File: config.mk
export PLATFORM = sky130hd
export DESIGN_NAME = csv_keyword_line_filter_unit_flat
export DESIGN_NICKNAME = d
export VERILOG_FILES = /design/src/rtl/core/csv_kw_pkg.sv /design/src/rtl/core/csv_kw_if.sv /design/src/rtl/core/csv_kw_match.sv /design/src/rtl/core/csv_keyword_line_filter_unit.sv /design/src/flat_wrapper.sv
export SDC_FILE = /design/constraint.sdc
export NUM_CORES = 1
export LEC_CHECK = 0
export BUFFER_PORTS_ARGS = -buffer_cell sky130_fd_sc_hd__buf_4
export CORE_MARGIN = 2
export CORE_UTILIZATION = 60
export DETAILED_ROUTE_END_ITERATION = 10
export GPL_TIMING_DRIVEN = 0
export PLACE_DENSITY = 0.8
export SLEW_MARGIN = 25
export SYNTH_ARGS = -nofsm -noshare
export SYNTH_HDL_FRONTEND = slang
export SYNTH_SLANG_ARGS = --single-unit
File: constraint.sdc
create_clock -name clk -period 4.24 [get_ports clk]
set_clock_uncertainty 0.05 [all_clocks]
set_input_delay 0.424 -clock clk [delete_from_list [all_inputs] [get_ports clk]]
set_output_delay 0.424 -clock clk [all_outputs]
set_load 0.1 [all_outputs]
File: src/rtl/core/csv_kw_pkg.sv
package csv_kw_pkg;

    // Widths of the row counter and of the result's row number.
    localparam int ROW_BITS     = 32;
    localparam int ROW_OUT_BITS = 32;

    // Keyword table: sixteen slots, up to fifteen cleaned characters each.
    localparam int NUM_KEYWORDS = 5;
    localparam int KW_SLOTS     = 16;
    localparam int KW_MAXLEN    = 15;
    localparam int KW_POS_BITS  = 4;
    localparam int NUM_KW       = (NUM_KEYWORDS > KW_SLOTS) ? KW_SLOTS : NUM_KEYWORDS;

    // Byte codes with a meaning of their own.
    localparam logic [7:0] CH_NEWLINE = 8'd10;
    localparam logic [7:0] CH_COMMA   = 8'd44;
    localparam logic [7:0] CH_TAB     = 8'd9;
    localparam logic [7:0] CH_VTAB    = 8'd11;
    localparam logic [7:0] CH_FFEED   = 8'd12;
    localparam logic [7:0] CH_CR      = 8'd13;
    localparam logic [7:0] CH_SPACE   = 8'd32;
    localparam logic [7:0] CH_DQUOTE  = 8'd34;
    localparam logic [7:0] CH_UPPER_A = 8'd65;
    localparam logic [7:0] CH_UPPER_Z = 8'd90;
    localparam logic [7:0] CASE_DELTA = 8'd32;

    // Keyword strings, right-justified as string literals are; unused slots are empty.
    localparam logic [8*KW_MAXLEN-1:0] KW_STR [KW_SLOTS] = '{
        0: "*deleted",
        1: "*notapplicable",
        2: "*unspecified",
        3: "*unknown",
        4: "na",
        default: '0
    };

    localparam logic [KW_POS_BITS-1:0] KW_LEN [KW_SLOTS] = '{
        0: 4'd8,
        1: 4'd14,
        2: 4'd12,
        3: 4'd8,
        4: 4'd2,
        default: 4'd0
    };

    // Control word from the byte decoder to the keyword matcher.
    typedef struct packed {
        logic       fire;
        logic       take;
        logic       close;
        logic [7:0] ch;
    } kw_ctrl_t;

    // Character at position pos of keyword slot k, or zero past its end.
    function automatic logic [7:0] kw_char(input int k, input logic [KW_POS_BITS-1:0] pos);
        logic [7:0] result;
        int         shift;
        result = 8'd0;
        shift  = 0;
        if (pos < KW_LEN[k])
        begin
            shift  = 8 * (int'(KW_LEN[k]) - 1 - int'(pos));
            result = KW_STR[k][shift +: 8];
        end
        return result;
    endfunction

endpackage

File: src/rtl/core/csv_kw_if.sv
// Input channel: one text byte per word.
interface csv_kw_in_if;
    import csv_kw_pkg::*;

    logic       valid;
    logic       ready;
    logic [7:0] text_byte;
    logic       end_of_text;

    modport source (output valid, output text_byte, output end_of_text, input ready);
    modport sink   (input valid, input text_byte, input end_of_text, output ready);
endinterface

// Output channel: one line decision per word.
interface csv_kw_out_if;
    import csv_kw_pkg::*;

    logic                    valid;
    logic                    ready;
    logic                    keep_line;
    logic [ROW_OUT_BITS-1:0] row_number;
    logic                    is_header;

    modport source (output valid, output keep_line, output row_number, output is_header,
                    input ready);
    modport sink   (input valid, input keep_line, input row_number, input is_header,
                    output ready);
endinterface

File: src/rtl/core/csv_kw_match.sv
module csv_kw_match
    import csv_kw_pkg::*;
(
    input  logic     clk,
    input  logic     rst_n,
    input  kw_ctrl_t ctrl,
    output logic     field_hit
);

    logic [KW_POS_BITS-1:0] pos_reg   [NUM_KW];
    logic [KW_POS_BITS-1:0] pos_next  [NUM_KW];
    logic [KW_POS_BITS-1:0] pos_taken [NUM_KW];
    logic [NUM_KW-1:0]      still_reg;
    logic [NUM_KW-1:0]      still_next;
    logic [NUM_KW-1:0]      still_taken;
    logic [NUM_KW-1:0]      lane_hit;
    logic                   has_chars_reg;
    logic                   has_chars_next;
    logic                   has_chars_taken;

    // One lane per keyword: advance on a matching character, drop out otherwise.
    for (genvar k = 0; k < NUM_KW; k++)
    begin : g_lane
        always_comb
        begin
            pos_taken[k]   = pos_reg[k];
            still_taken[k] = still_reg[k];
            if (ctrl.take && still_reg[k])
            begin
                if (pos_reg[k] < KW_LEN[k] && kw_char(k, pos_reg[k]) == ctrl.ch)
                begin
                    pos_taken[k] = pos_reg[k] + 1'b1;
                end
                else
                begin
                    still_taken[k] = 1'b0;
                end
            end
            lane_hit[k] = still_taken[k] && (KW_LEN[k] != '0) && (pos_taken[k] == KW_LEN[k]);
            pos_next[k] = ctrl.close ? '0 : pos_taken[k];
        end
    end

    // A field hits when it holds characters and some lane matched to the end.
    assign has_chars_taken = has_chars_reg | ctrl.take;
    assign field_hit       = has_chars_taken && (|lane_hit);
    assign still_next      = ctrl.close ? '1 : still_taken;
    assign has_chars_next  = ctrl.close ? 1'b0 : has_chars_taken;

    // Field state advances only on an accepted word.
    always_ff @(posedge clk or negedge rst_n)
    begin
        if (!rst_n)
        begin
            for (int k = 0; k < NUM_KW; k++)
            begin
                pos_reg[k] <= '0;
            end
            still_reg     <= '1;
            has_chars_reg <= 1'b0;
        end
        else if (ctrl.fire)
        begin
            for (int k = 0; k < NUM_KW; k++)
            begin
                pos_reg[k] <= pos_next[k];
            end
            still_reg     <= still_next;
            has_chars_reg <= has_chars_next;
        end
    end

endmodule

File: src/rtl/core/csv_keyword_line_filter_unit.sv
// Channel   Modport  Word
// text_in   sink     text_byte[7:0], end_of_text
// line_out  source   keep_line, row_number[31:0], is_header
//
// One byte is taken every cycle while text_in.ready is high; a line decision is
// valid in the cycle after the line's newline or the last byte of the text.
// The keyword lanes and the line state update in the cycle a byte is taken.
// A byte is taken while the result register is empty or being emptied.
// Reset clears the row counter, the field and line state and the result valid.
module csv_keyword_line_filter_unit
    import csv_kw_pkg::*;
(
    input  logic              clk,
    input  logic              rst_n,
    csv_kw_in_if.sink         text_in,
    csv_kw_out_if.source      line_out
);

    kw_ctrl_t              ctrl;
    logic                  field_hit;
    logic                  fire;
    logic                  is_newline;
    logic                  is_comma;
    logic                  is_dropped;
    logic                  emit;
    logic                  line_unwanted;
    logic [7:0]            lower_ch;
    logic [ROW_BITS-1:0]   row_counter_reg;
    logic [ROW_BITS-1:0]   row_counter_next;
    logic                  line_unwanted_reg;
    logic                  line_unwanted_next;
    logic                  out_valid_reg;
    logic                  keep_reg;
    logic [ROW_OUT_BITS-1:0] row_reg;
    logic                  header_reg;

    assign text_in.ready = !out_valid_reg || line_out.ready;
    assign fire          = text_in.valid && text_in.ready;

    // Byte decoding.
    always_comb
    begin
        is_newline = (text_in.text_byte == CH_NEWLINE);
        is_comma   = (text_in.text_byte == CH_COMMA);
        is_dropped = (text_in.text_byte == CH_TAB)   || (text_in.text_byte == CH_VTAB) ||
                     (text_in.text_byte == CH_FFEED) || (text_in.text_byte == CH_CR)   ||
                     (text_in.text_byte == CH_SPACE) || (text_in.text_byte == CH_DQUOTE);
        lower_ch   = text_in.text_byte;
        if (text_in.text_byte >= CH_UPPER_A && text_in.text_byte <= CH_UPPER_Z)
        begin
            lower_ch = text_in.text_byte + CASE_DELTA;
        end
        ctrl.fire  = fire;
        ctrl.take  = !is_newline && !is_comma && !is_dropped;
        ctrl.close = is_newline || is_comma || text_in.end_of_text;
        ctrl.ch    = lower_ch;
    end

    csv_kw_match u_match (
        .clk       (clk),
        .rst_n     (rst_n),
        .ctrl      (ctrl),
        .field_hit (field_hit)
    );

    // Line state and the saturating row counter.
    always_comb
    begin
        emit          = is_newline || text_in.end_of_text;
        line_unwanted = line_unwanted_reg || (ctrl.close && field_hit);
        row_counter_next = row_counter_reg;
        if (row_counter_reg != '1)
        begin
            row_counter_next = row_counter_reg + 1'b1;
        end
        line_unwanted_next = emit ? 1'b0 : line_unwanted;
    end

    always_ff @(posedge clk or negedge rst_n)
    begin
        if (!rst_n)
        begin
            row_counter_reg   <= '0;
            line_unwanted_reg <= 1'b0;
        end
        else if (fire)
        begin
            line_unwanted_reg <= line_unwanted_next;
            if (emit)
            begin
                row_counter_reg <= row_counter_next;
            end
        end
    end

    // Result register.
    always_ff @(posedge clk or negedge rst_n)
    begin
        if (!rst_n)
        begin
            out_valid_reg <= 1'b0;
        end
        else if (fire && emit)
        begin
            out_valid_reg <= 1'b1;
        end
        else if (line_out.ready)
        begin
            out_valid_reg <= 1'b0;
        end
    end

    always_ff @(posedge clk)
    begin
        if (fire && emit)
        begin
            header_reg <= (row_counter_next == ROW_BITS'(1));
            keep_reg   <= (row_counter_next == ROW_BITS'(1)) || !line_unwanted;
            row_reg    <= ROW_OUT_BITS'(row_counter_next);
        end
    end

    assign line_out.valid      = out_valid_reg;
    assign line_out.keep_line  = keep_reg;
    assign line_out.row_number = row_reg;
    assign line_out.is_header  = header_reg;

`ifndef SYNTH
    // A taken newline always leaves a result waiting in the next cycle.
    a_newline_emits: assert property (@(posedge clk) disable iff (!rst_n)
        (fire && is_newline) |=> out_valid_reg)
        else $error("newline taken without a result");

    // The header line is never dropped.
    a_header_kept: assert property (@(posedge clk) disable iff (!rst_n)
        (out_valid_reg && header_reg) |-> keep_reg)
        else $error("header line marked for removal");

    // Row numbers start at one.
    a_row_nonzero: assert property (@(posedge clk) disable iff (!rst_n)
        out_valid_reg |-> (row_reg != '0))
        else $error("result with row number zero");

    // A byte that neither ends a line nor finds the result busy leaves no result.
    a_no_spurious: assert property (@(posedge clk) disable iff (!rst_n)
        (fire && !emit && line_out.ready) |=> !out_valid_reg)
        else $error("result without a line end");
`endif

endmodule

File: src/flat_wrapper.sv
// flat-port wrapper written by rule: the top's interface ports become plain ports
module csv_keyword_line_filter_unit_flat import csv_kw_pkg::*;
  (clk, rst_n, text_in_valid, text_in_text_byte, text_in_end_of_text, text_in_ready, line_out_valid, line_out_keep_line, line_out_row_number, line_out_is_header, line_out_ready);
  csv_kw_in_if text_in_i ();
  csv_kw_out_if line_out_i ();
  input  logic clk;
  input  logic rst_n;
  input wire logic [$bits(text_in_i.valid)-1:0] text_in_valid;
  input wire logic [$bits(text_in_i.text_byte)-1:0] text_in_text_byte;
  input wire logic [$bits(text_in_i.end_of_text)-1:0] text_in_end_of_text;
  output wire logic [$bits(text_in_i.ready)-1:0] text_in_ready;
  output wire logic [$bits(line_out_i.valid)-1:0] line_out_valid;
  output wire logic [$bits(line_out_i.keep_line)-1:0] line_out_keep_line;
  output wire logic [$bits(line_out_i.row_number)-1:0] line_out_row_number;
  output wire logic [$bits(line_out_i.is_header)-1:0] line_out_is_header;
  input wire logic [$bits(line_out_i.ready)-1:0] line_out_ready;
  assign text_in_i.valid = text_in_valid;
  assign text_in_i.text_byte = text_in_text_byte;
  assign text_in_i.end_of_text = text_in_end_of_text;
  assign text_in_ready = text_in_i.ready;
  assign line_out_valid = line_out_i.valid;
  assign line_out_keep_line = line_out_i.keep_line;
  assign line_out_row_number = line_out_i.row_number;
  assign line_out_is_header = line_out_i.is_header;
  assign line_out_i.ready = line_out_ready;
  csv_keyword_line_filter_unit u_core (.clk(clk), .rst_n(rst_n), .text_in(text_in_i), .line_out(line_out_i));
endmodule
Yosys cells after proc, flatten, opt, wreduce, memory -nomap -nowiden. Cells that the tools add are included.

$add $sub $neg: 12. Multipliers: 0. Divide/modulo/power cells: 0. $lt $le $gt $ge: 7. Equal/unequal tests: 20. Shifts and indexed selects: 5. Mux-type cells: 42. Bitwise logic cells: 1. Reductions and logical operators: 41.

Operators by type and width (number): $shiftx A120 B8 Y8 const A (5); $mux W8 (11); $mux W4 (15); $eq A8 B4 Y1 const B (5); $eq A8 B8 Y1 (5); $add A32 B1 Y32 const B (1); $eq A32 B1 Y1 const B (1); $mux W32 (1); $ne A32 B32 Y1 const B (1); $eq A8 B6 Y1 const B (3); $logic_and A1 B1 Y1 (22); $add A4 B1 Y4 const B (5); $eq A4 B4 Y1 const B (4); $lt A4 B4 Y1 const B (4); $mux W1 (14); $logic_or A1 B1 Y1 (11); $sub A3 B4 Y5 const A (2); $sub A4 B4 Y5 const A (2); $add A8 B6 Y8 const B (1); $ge A8 B7 Y1 const B (1); $le A8 B7 Y1 const B (1); $logic_not A1 Y1 (5); $mux W5 (1); $reduce_or A5 Y1 (1); other kinds (6) (6).

Register bits after elaboration: 94. Latch bits: 0. Memory bits (writable): 0. Memory bits (read-only): 0. Input bits: 13. Output and inout port bits: 36. Memories kept: 0.

Logic depth before layout (Yosys ltp). Gate-level depths: netlist of run 1.

Depth after elaboration: 22. Depth in mapped cells: 12. Mapped depth without buffers: 11.

Hierarchy. Synthesis of run 1 repeated with hierarchy kept, for this count alone.

Cells, all modules: 776. Area total of the unflattened synthesis: 6952.9 µm².

By module, submodules not included: csv_keyword_line_filter_unit (instances 1, cells each 372, area each 3823.7 µm²); csv_kw_match (instances 1, cells each 404, area each 3129.3 µm²).

Worst setup path after synthesis of run 1. No wires, ideal clock.

Path type: reg2reg. Start: register u_core.out_valid_reg, in the netlist u_core.line_out.valid. End: register u_core.row_counter_reg[23]. Arrival time: 4.055 ns. Setup slack: 0.056 ns. Cell stages (with the launch flop): 10. Period minus slack after synthesis: 4.184 ns. Path through: dfrtp_1 > nand2b_1 > and2_1 > nand2b_1 > clkbuf_1 > inv_1 > clkbuf_1 > nand2_1 > nor3_1 > xor2_1.

Longest elaborated chain between the ends: 4.

Ends and longest elaborated chain: start, declared (RTL line csv_keyword_line_filter_unit.sv:32) `logic out_valid_reg;`; start signal, assigned (RTL line csv_keyword_line_filter_unit.sv:101) `out_valid_reg <= 1'b0;`; start signal, assigned (RTL line csv_keyword_line_filter_unit.sv:105) `out_valid_reg <= 1'b1;`; start signal, assigned (RTL line csv_keyword_line_filter_unit.sv:109) `out_valid_reg <= 1'b0;`; $logic_not A1 Y1 (RTL line csv_keyword_line_filter_unit.sv:37) `assign text_in.ready = !out_valid_reg || line_out.ready;`; $logic_or A1 B1 Y1 (RTL line csv_keyword_line_filter_unit.sv:37); via text_in_ready (RTL line flat_wrapper.sv:11) `output wire logic [$bits(text_in_i.ready)-1:0] text_in_ready;`; $logic_and A1 B1 Y1 (RTL line csv_keyword_line_filter_unit.sv:38) `assign fire = text_in.valid && text_in.ready;`; $reduce_and A2 Y1 (no source line); end signal, assigned (RTL line csv_keyword_line_filter_unit.sv:91) `row_counter_reg <= row_counter_next;`; end, declared (RTL line csv_keyword_line_filter_unit.sv:28) `logic [ROW_BITS-1:0] row_counter_reg;`.

The timed path passes the listed nets, and every way through them passes these cells. A chain may end at the register's enable or synchronous reset.

Worst setup path after layout of run 1.
Start: register u_core.row_counter_reg[0]. End: register u_core.keep_reg, in the netlist u_core.line_out.keep_line, data pin.

Longest elaborated chain between the ends: 4. Elaborated cells on any way between the ends: 5. Classes of those cells: add/sub: 1; eq/ne: 2; mux: 1; reduce/logical: 1.

Ends and longest elaborated chain: $add A32 B1 Y32 or $ne A32 B32 Y1 (tied branches) (RTL line csv_keyword_line_filter_unit.sv:74, csv_keyword_line_filter_unit.sv:72); $mux W32 * (RTL line csv_keyword_line_filter_unit.sv:72) `if (row_counter_reg != '1)`; via u_core.row_counter_next[23] (RTL line csv_keyword_line_filter_unit.sv:29) `logic [ROW_BITS-1:0] row_counter_next;`; $eq A32 B1 Y1 * (RTL line csv_keyword_line_filter_unit.sv:118) `keep_reg <= (row_counter_next == ROW_BITS'(1)) || !line_unwanted;`; $logic_or A1 B1 Y1 * (RTL line csv_keyword_line_filter_unit.sv:118); end signal, assigned (RTL line csv_keyword_line_filter_unit.sv:118); end, declared (RTL line csv_keyword_line_filter_unit.sv:33) `logic keep_reg;`.

The timed path passes the listed nets; every way through them passes the cells marked *.

==> impl_metrics.py, run 1 <==
metrics = {
    "drt": {
        "route.met3.wl_mm": 1.19,
        "first_pass_iters": 5,
        "drc": 0,
        "wl_per_cell_um": 17.6,
        "met1_length_mm": 7.39,
        "routed_wl_mm": 16.1,
        "vias_per_cell": 6.34,
        "ant_nets": 0,
        "drt_iter0_drc": 384,
        "dr.max_layer_used": "met4",
        "num_vias": 5804,
        "wl_met2_mm": 7.19,
    },
    "die": {
        "dieArea_um2": 11500,
        "core-area_um2": 10300,
        "die_x_um": 107,
        "num_rows": 37,
        "die_h_um": 107,
        "initial_utilization_pct": 61.8,
        "ios": 49,
    },
    "logic_synthesis": {
        "synth_fp_nets": 743,
        "ys_seq_elements": 94,
        "synth_cells": 715,
        "synth.distinct_cells": 74,
        "synthTopCellsByCount": "nand2_1 (75), dfrtp_1 (55), nor2_1 (49)",
        "synthMuxAreaShare_pct": 1.78,
        "synth_area_leaders": "dfrtp_1 (22%), edfxtp_1 (16%), xnor2_1 (6.0%)",
        "async_flop_share_pct": 63.8,
        "synth-adder-area-share_pct": 2.94,
        "syn_area_um2": 6380,
        "post-synth-top-count-cell": "nand2_1",
        "synth_simple_gate_area_share_pct": 25.3,
        "synth_top_area_share_pct": 21.6,
        "synth_top_family_by_area": "simple AND/OR/NAND/NOR gates",
        "synth_compound_area_share_pct": 15.1,
        "avgSynthCellArea_um2": 8.93,
        "synthXorXnorAreaFrac_pct": 11.2,
        "synth_edf_count": 34,
        "synthFlopType": "dfrtp_1",
        "yosysSeqAreaShare_pct": 39.6,
        "synth_top_area_cell": "dfrtp_1",
        "yosys_warnings": 0,
    },
    "pwr": {
        "ir_drop_mv": 0.278,
        "powerDensity_nw_per_um2": 303,
        "p_leak_uw": 0.00287,
    },
    "setup_path": {
        "r2r-start": "u_core.row_counter_reg[0]$_DFFE_PN0P_",
        "required_ns": 4.41,
        "endpoint_kind": "flop",
        "cp-startpoint": "u_core.row_counter_reg[0]$_DFFE_PN0P_",
        "crit_path_start_kind": "flop",
        "crit_type": "reg2reg",
        "arrival_ns": 4.02,
        "crit_fanout": 7,
    },
    "placement": {
        "hpwlAfterDp_mm": 11.8,
        "placed_area_um2": 6940,
        "port_buffers": 47,
        "place.gp.congestion": 0.905,
        "dp_cells": 899,
        "pre_cts_ws_ns": 0.465,
    },
    "layout": {
        "drive_above_1_share_pct": 13.4,
        "final_core_util_pct": 69.2,
        "n_antenna_cell": 0,
        "nets": 802,
        "stdcell_count": 915,
        "area_growth_pct": 11.9,
        "design_area_um2": 7150,
    },
    "job": {
        "maxCapViolations": 0,
    },
    "min_path": {
        "hold_class": "in2async",
    },
    "status": {
        "status": "complete, no violations",
    },
    "clock_tree": {
        "cts-root-buf": "clkbuf_8",
        "cts_tree": "built",
        "cts_buffers": 9,
        "clockBufferDepth": 2,
        "post_cts_buffers": 0,
        "htree_levels": 3,
        "clk_pin_slew_ns": 0.09,
        "cts.sinks": 94,
        "clkLatencyLatePin_ns": 0.37,
    },
    "grt": {
        "grt.total_usage_pct": 28.9,
        "grt_max_degree": 61,
        "grt_overflow": 0,
        "antenna_found_initial": 0,
        "grt_pass1_wl_mm": 26.5,
        "grt_pass1_vias": 5372,
    },
    "timing": {
        "hold_viol": 0,
        "tightest_slew_ns": 0.803,
        "fin_crit_sh_pct": 90.7,
        "period_needed_ns": 3.85,
        "rsz0062_at_grt": "false",
        "drv_slew": 0,
        "setup_viol": 0,
        "relSlewSlack_pct": 46.2,
        "fin_ws_ns": 0.395,
        "timing.fmax_mhz": 260,
    },
}
-- kinds of logic after synthesis --
logic type,Yosys count
multiplexers,11
AO/OA/AOI/OAI,147
flip-flops,94
AND/OR/NAND/NOR,301
adder cells (fa/ha/maj),15
buffers and inverters,67
XOR/XNOR,80
-- placed cells by master, fill, tap and decap left out, types with 4 or more instances in the layout --
cell type	synthesis	routed
dfstp_2	5	5
and2_1	8	8
edfxtp_1	34	34
ha_1	15	15
a41oi_1	4	4
and4_1	5	5
o22ai_1	5	5
xnor2_1	44	44
or3_1	6	6
buf_4	0	47
nor2_1	49	49
clkbuf_8	0	9
nor4_1	13	12
or3b_2	5	5
nand4_1	25	25
and3_1	8	8
o2111ai_1	4	4
a31oi_1	9	9
nand2_1	75	75
dfrtp_1	55	55
clkbuf_1	33	33
nor2b_1	5	5
buf_2	8	8
nor3b_1	4	4
mux2i_1	8	8
nor3_1	27	27
a21oi_1	36	36
xor2_1	35	35
nand3_1	28	28
o21ai_0	46	46
nand2b_1	16	16
inv_1	22	22
-- critical path, cell delays in order (launching register included) --
cell     delay [ns]
dfrtp_1        0.49
ha_1           0.31
nand2_1        0.16
or4_4          0.63
nor3_2         0.48
nor3_1         0.12
xor2_1         0.20
nor4_1         0.47
nand4_1        0.23
nor4b_2        0.38
a31o_1         0.17
-- cell type report --
cell class	instances	area, µm²
fillers	822	3180
plain buffers	45	181
flip-flops and latches	94	2530
repair buffers	48	380
well taps	136	170
inverters	22	82.6
clock buffers	10	128
multi-input cells	554	3600
clock inverters	6	70.1
-- final timing paths --
| kind | to | slack (ns) | cells after the start |
|---|---|---|---|
| setup / recovery | u_core.line_out.keep_line$_DFFE_PP_ | 0.39 | 10 |
| hold / removal | u_core.row_counter_reg[24]$_DFFE_PN0P_ | 0.09 | 1 |
| setup reg to reg | u_core.line_out.keep_line$_DFFE_PP_ | 0.39 | 10 |
| max in group asynchronous | u_core.u_match.pos_reg[6]$_DFFE_PN0P_ | 3.53 | 1 |
| hold reg to reg | u_core.u_match.still_reg[4]$_DFFE_PN1P_ | 0.44 | 2 |
| min in group clk | u_core.line_out.valid$_DFFE_PN0P_ | 0.33 | 3 |
-- metrics by stage --
step           power, µW  setup TNS, ns  hold slack (ns)
2_1_floorplan       1430              0           0.0784
3_3_place_gp        1550          -6.85            0.428
3_5_place_dp        1560              0            0.428
4_1_cts             2160              0            0.113
5_1_grt             2250              0            0.150
6_report            2160              0           0.0883
-- power breakdown --
part           internal, µW  switching (µW)  leakage (µW)
Clock                   277             327     0.0000895
Sequential             1010            43.2       0.00111
Combinational           133             371       0.00168
-- what timing repair did --
| item | 4_1_cts | 5_1_grt |
|---|---|---|
| resized for setup | 0 | 1 |
| hold buffers | 0 | 0 |
| endpoints found under the setup margin | 0 | 1 |
-- routing by layer --
metal	GRT usage [%]	vias to the layer above
li1	-	2725
met1	42.5	2790
met2	44.1	250
met3	4.80	39
met4	8.53	0
met5	0	-
Note: power is estimated with default switching activity, not from simulation.
==> run 2: changes to the inputs <==
--- a/config.mk
+++ b/config.mk
@@ -11,6 +11,7 @@
 export DETAILED_ROUTE_END_ITERATION = 10
 export GPL_TIMING_DRIVEN = 0
 export PLACE_DENSITY = 0.8
+export RECOVER_POWER = 25
 export SLEW_MARGIN = 25
 export SYNTH_ARGS = -nofsm -noshare
 export SYNTH_HDL_FRONTEND = slang
==> constraint.sdc (replaced) <==
create_clock -name clk -period 4.24 [get_ports clk]
set_clock_uncertainty 0.05 [all_clocks]
set_input_delay 0.424 -clock clk [delete_from_list [all_inputs] [get_ports clk]]
set_output_delay 0.424 -clock clk [all_outputs]
set_load 0.02 [all_outputs]
==> run 2 against run 1 <==
The run now ends with capacitance limit, slew limit left; power down 6.1%; sequential share of layout area hardly changed; worst hold slack improved by 0.24 ns; utilization about the same; combinational power down 26%; via count shrank 0.41%; final area is essentially flat; sequential cell count stayed put; critical path type unchanged; largest power group unchanged.
==> impl_metrics.py, run 2 (synthesized netlist as in run 1, its figures left out) <==
metrics = {
    "drt": {
        "num_vias": 5780,
        "drt_iter0_drc": 381,
        "wl_per_cell_um": 17.6,
        "vias_per_cell": 6.32,
        "routed_wl_mm": 16.1,
        "ant_nets": 0,
        "drc": 0,
        "first_pass_iters": 5,
    },
    "timing": {
        "fin_crit_sh_pct": 89.8,
        "drv_slew": 61,
        "period_needed_ns": 3.81,
        "hold_viol": 0,
        "timing.fmax_mhz": 263,
        "hold_ws_ns": 0.329,
        "setup_viol": 0,
        "rsz0062_at_grt": "false",
        "tightest_slew_ns": 3.36,
        "relSlewSlack_pct": -124,
    },
    "placement": {
        "placed_area_um2": 6940,
        "port_buffers": 47,
        "hpwlAfterDp_mm": 11.8,
        "place.gp.congestion": 0.905,
    },
    "pwr": {
        "powerDensity_nw_per_um2": 284,
        "ir_drop_mv": 0.225,
        "p_leak_uw": 0.00287,
    },
    "setup_path": {
        "crit_fanout": 7,
        "endpoint_kind": "flop",
        "cpPeakStageDelay_ns": 0.63,
        "path_buf_inv": 0,
        "required_ns": 4.41,
        "crit_slowest_cell": "or4_4",
        "crit_path_start_kind": "flop",
        "arrival_ns": 3.98,
        "crit_type": "reg2reg",
        "crit_family": "simple AND/OR/NAND/NOR gates",
        "crit_chain": "ha_1 -> nand2_1 -> or4_4 -> nor3_2 -> nor3_1 -> xor2_1 -> nor4_1 -> nand4_1 -> nor4b_2 -> a31o_1",
    },
    "layout": {
        "final_core_util_pct": 69.2,
        "n_antenna_cell": 0,
        "nets": 802,
        "drive_above_1_share_pct": 13.2,
        "area_growth_pct": 11.9,
        "layout_commonest_cell": "nand2_1",
        "final_cell_mix": "nand2_1 (75), dfrtp_1 (55), nor2_1 (49), o21ai_0 (46), buf_4 (46)",
        "design_area_um2": 7140,
    },
    "status": {
        "status": "finished, violations left",
        "violations": "capacitance limit, slew limit",
    },
    "job": {
        "maxCapViolations": 1,
    },
    "clock_tree": {
        "clk_pin_slew_ns": 0.09,
        "clockBufferDepth": 2,
        "cts_buffers": 9,
        "postCtsHoldBufs": 0,
        "cts.sinks": 94,
        "cts-root-buf": "clkbuf_8",
        "htree_levels": 3,
        "cts_tree": "built",
        "clkLatencyLatePin_ns": 0.37,
    },
    "die": {
        "die_h_um": 107,
        "core-area_um2": 10300,
        "die_x_um": 107,
        "ios": 49,
        "num_rows": 37,
        "initial_utilization_pct": 61.8,
        "dieArea_um2": 11500,
    },
    "grt": {
        "grt_overflow": 0,
        "antenna_found_initial": 0,
        "grt_max_degree": 61,
        "grt.total_usage_pct": 28.9,
        "grt_pass1_wl_mm": 26.5,
        "grt_pass1_vias": 5372,
    },
    "min_path": {
        "hold_class": "in2reg",
    },
}
-- run 2: final cells by class --
cell class,count,area (µm²)
multi-input combinational,554,3600
tap,136,170
inverter,22,82.6
sequential,94,2530
timing repair buffer,48,377
fill,822,3180
buffer,45,181
clock inverter,6,70.1
clock buffer,10,128
-- run 2: final timing paths --
path / start / to / slack (ns) / cells past startpoint
min in group asynchronous: rst_n / u_core.row_counter_reg[24]$_DFFE_PN0P_ / 1.13 / 1
min reg2reg: u_core.u_match.still_reg[4]$_DFFE_PN1P_ / u_core.u_match.still_reg[4]$_DFFE_PN1P_ / 0.45 / 2
min: line_out_ready / u_core.line_out.valid$_DFFE_PN0P_ / 0.33 / 3
max: u_core.row_counter_reg[0]$_DFFE_PN0P_ / u_core.line_out.keep_line$_DFFE_PP_ / 0.43 / 10
max reg2reg: u_core.row_counter_reg[0]$_DFFE_PN0P_ / u_core.line_out.keep_line$_DFFE_PP_ / 0.43 / 10
max in group asynchronous: rst_n / u_core.u_match.pos_reg[0]$_DFFE_PN0P_ / 1.12 / 1
-- run 2: what timing repair did --
item	in CTS	in global routing
gates resized for setup	0	1
buffers inserted	0	0
setup endpoints to repair	0	1
-- run 2: where the power goes --
part | switching [µW] | leakage, µW | internal [µW]
registers | 43.5 | 0.00111 | 1010
logic | 241 | 0.00167 | 132
clock network | 326 | 0.0000895 | 277
total | 610 | 0.00287 | 1420
-- run 2: through the flow --
| stage | total power [µW] | setup slack (ns) | TNS (ns) | std cells |
|---|---|---|---|---|
| 2_1_floorplan | 1300 | 0.726 | 0 | 715 |
| 3_3_place_gp | 1420 | -0.537 | -6.85 | 898 |
| 3_5_place_dp | 1430 | 0.465 | 0 | 899 |
| 4_1_cts | 2030 | 0.420 | 0 | 915 |
| 5_1_grt | 2120 | 0.0971 | 0 | 915 |
| 6_report | 2030 | 0.432 | 0 | 915 |
-- run 2: tightest hold or removal path, cell delays in order --
cell	delay (ns)
buf_4	0.07
nand2b_1	0.14
nand2_1	0.07
-- run 2: per-layer routing --
metal | track usage (%) | wire (µm)
met1 | 42.5 | 7350
met2 | 44.1 | 7190
met3 | 4.80 | 1240
met4 | 8.53 | 289
met5 | 0 | 0
==> run 3: changes to the inputs <==
--- a/config.mk
+++ b/config.mk
@@ -7,12 +7,13 @@
 export LEC_CHECK = 0
 export BUFFER_PORTS_ARGS = -buffer_cell sky130_fd_sc_hd__buf_4
 export CORE_MARGIN = 2
-export CORE_UTILIZATION = 60
+export CORE_UTILIZATION = 55
 export DETAILED_ROUTE_END_ITERATION = 10
 export GPL_TIMING_DRIVEN = 0
-export PLACE_DENSITY = 0.8
+export PLACE_DENSITY = 0.77
 export RECOVER_POWER = 25
 export SLEW_MARGIN = 25
 export SYNTH_ARGS = -nofsm -noshare
 export SYNTH_HDL_FRONTEND = slang
 export SYNTH_SLANG_ARGS = --single-unit
+export TNS_END_PERCENT = 5
==> constraint.sdc (replaced) <==
create_clock -name clk -period 3.1 [get_ports clk]
set_clock_uncertainty 0.05 [all_clocks]
set_input_delay 0.31 -clock clk [delete_from_list [all_inputs] [get_ports clk]]
set_output_delay 0.31 -clock clk [all_outputs]
set_load 0.02 [all_outputs]
==> run 3 against run 2 <==
The flow finishes with violations (capacitance limit, slew limit, setup timing); fmax up 14%; power increased by 60%; via count rose by 4.9%; sequential cell count unchanged; combinational power grew 61%; first-iteration DRC count grew 60%; utilization decreased by 0.63 points; sequential share of layout area is 2.8 points lower; register-to-register slack lost 0.68 ns; clock-buffer cell count did not move; critical path type unchanged.
==> impl_metrics.py, run 3 (synthesized netlist as in run 1, its figures left out) <==
metrics = {
    "timing": {
        "timing.fmax_mhz": 299,
        "tightest_slew_ns": 1.55,
        "period_needed_ns": 3.35,
        "fin_ws_ns": -0.247,
        "fin_crit_sh_pct": 108,
        "rsz0062_at_grt": "true",
        "drv_slew": 61,
        "hold_ws_ns": 0.230,
        "relSlewSlack_pct": -3.29,
        "setup_viol": 2,
        "hold_viol": 0,
    },
    "clock_tree": {
        "clk_pin_slew_ns": 0.07,
        "clockBufferDepth": 2,
        "clkLatencyLatePin_ns": 0.35,
        "htree_levels": 3,
        "cts-root-buf": "clkbuf_16",
        "cts_tree": "built",
        "cts.sinks": 94,
        "postCtsHoldBufs": 0,
        "cts_buffers": 9,
    },
    "layout": {
        "nFillCells": 843,
        "multi_input_area_um2": 3880,
        "final_cell_mix": "buf_4 (79), nand2_1 (72), nor2_1 (47), o21ai_0 (45), dfrtp_1 (44)",
        "area_growth_pct": 22.1,
        "n_antenna_cell": 0,
        "final_core_util_pct": 68.5,
        "drive_above_1_share_pct": 22.8,
        "nets": 825,
        "seq_area_um2": 2540,
        "layout_commonest_cell": "buf_4",
    },
    "status": {
        "status": "finished, violations left",
        "violations": "capacitance limit, slew limit, setup timing",
    },
    "die": {
        "die_h_um": 112,
        "ios": 49,
        "initial_utilization_pct": 56.1,
        "core-area_um2": 11400,
        "num_rows": 39,
        "die_x_um": 112,
        "dieArea_um2": 12500,
    },
    "grt": {
        "grt_overflow": 0,
        "grt.total_usage_pct": 27.8,
        "grt_pass1_vias": 5794,
        "grt_max_degree": 61,
        "grt_pass1_wl_mm": 28.4,
        "antenna_found_initial": 0,
    },
    "setup_path": {
        "crit_type": "reg2reg",
        "arrival_ns": 3.52,
        "crit_fanout": 5,
        "required_ns": 3.27,
        "crit_path_start_kind": "flop",
        "endpoint_kind": "flop",
    },
    "job": {
        "maxCapViolations": 1,
    },
    "placement": {
        "place.gp.congestion": 0.908,
        "hpwlAfterDp_mm": 11.7,
        "port_buffers": 47,
    },
    "pwr": {
        "p_leak_uw": 0.00315,
        "powerDensity_nw_per_um2": 417,
        "power_uw": 3250,
        "ir_drop_mv": 0.348,
    },
    "drt": {
        "first_pass_iters": 7,
        "wl_per_cell_um": 18.6,
        "vias_per_cell": 6.42,
        "num_vias": 6065,
        "routed_wl_mm": 17.6,
        "ant_nets": 0,
        "drt_iter0_drc": 609,
        "drc": 0,
    },
    "min_path": {
        "hold_class": "in2reg",
    },
}
run 3: worst paths after layout:
check | start | endpoint | slack, ns | cells past startpoint
max in group asynchronous | rst_n | u_core.u_match.pos_reg[11]$_DFFE_PN0P_ | 1.68 | 1
hold reg to reg | u_core.u_match.still_reg[4]$_DFFE_PN1P_ | u_core.u_match.still_reg[4]$_DFFE_PN1P_ | 0.44 | 2
hold / removal | line_out_ready | u_core.line_out.valid$_DFFE_PN0P_ | 0.23 | 3
setup / recovery | u_core.row_counter_reg[15]$_DFFE_PN0P_ | u_core.line_out.keep_line$_DFFE_PP_ | -0.25 | 10
min in group asynchronous | rst_n | u_core.row_counter_reg[26]$_DFFE_PN0P_ | 0.27 | 1
setup reg to reg | u_core.row_counter_reg[15]$_DFFE_PN0P_ | u_core.line_out.keep_line$_DFFE_PP_ | -0.25 | 10
run 3: routing by layer:
layer,global-route usage (%),up-vias,wire length [µm]
li1,-,2778,-
met1,37.4,2940,7370
met2,44.2,275,8270
met3,6.70,72,1350
met4,9.55,0,570
met5,0,-,0
run 3: layout make-up:
class / count / area share (%)
timing repair buffer: 78 / 7.48
tap: 143 / 2.30
multi-input combinational: 554 / 49.8
buffer: 38 / 2.62
clock inverter: 6 / 1.09
sequential: 94 / 32.6
inverter: 22 / 1.06
clock buffer: 10 / 3.07
run 3: timing repair:
item,in CTS,in global routing
gates resized for setup,59,30
endpoints found under the setup margin,57,13
pin swaps,18,13
setup buffers,20,11
run 3: through the flow:
| step | area (µm²) | instances | setup slack [ns] | setup TNS (ns) |
|---|---|---|---|---|
| after floorplan | 6380 | 715 | -0.101 | -0.101 |
| after global placement | 6920 | 905 | -0.701 | -18.82 |
| after detailed placement | 6920 | 905 | -0.769 | -22.64 |
| after CTS | 7610 | 935 | -0.0450 | -0.0626 |
| after global routing | 7790 | 945 | -0.277 | -0.723 |
| final | 7790 | 945 | -0.247 | -0.442 |
run 3: power breakdown:
group          internal, µW  leakage (µW)  total [µW]  switching [µW]
clock                   726      0.000154        1210             484
combinational           227       0.00190         598             372
sequential             1390       0.00109        1440            56.7
run 3: worst max-delay path, cell delays in order (launching register included):
cell,delay (ns)
dfrtp_1,0.36
buf_6,0.11
nand4_1,0.23
nor3_4,0.32
and3_4,0.24
or4b_4,0.51
xnor2_4,0.19
a2111oi_4,0.36
nand4_1,0.24
nor4b_4,0.45
a31o_1,0.15
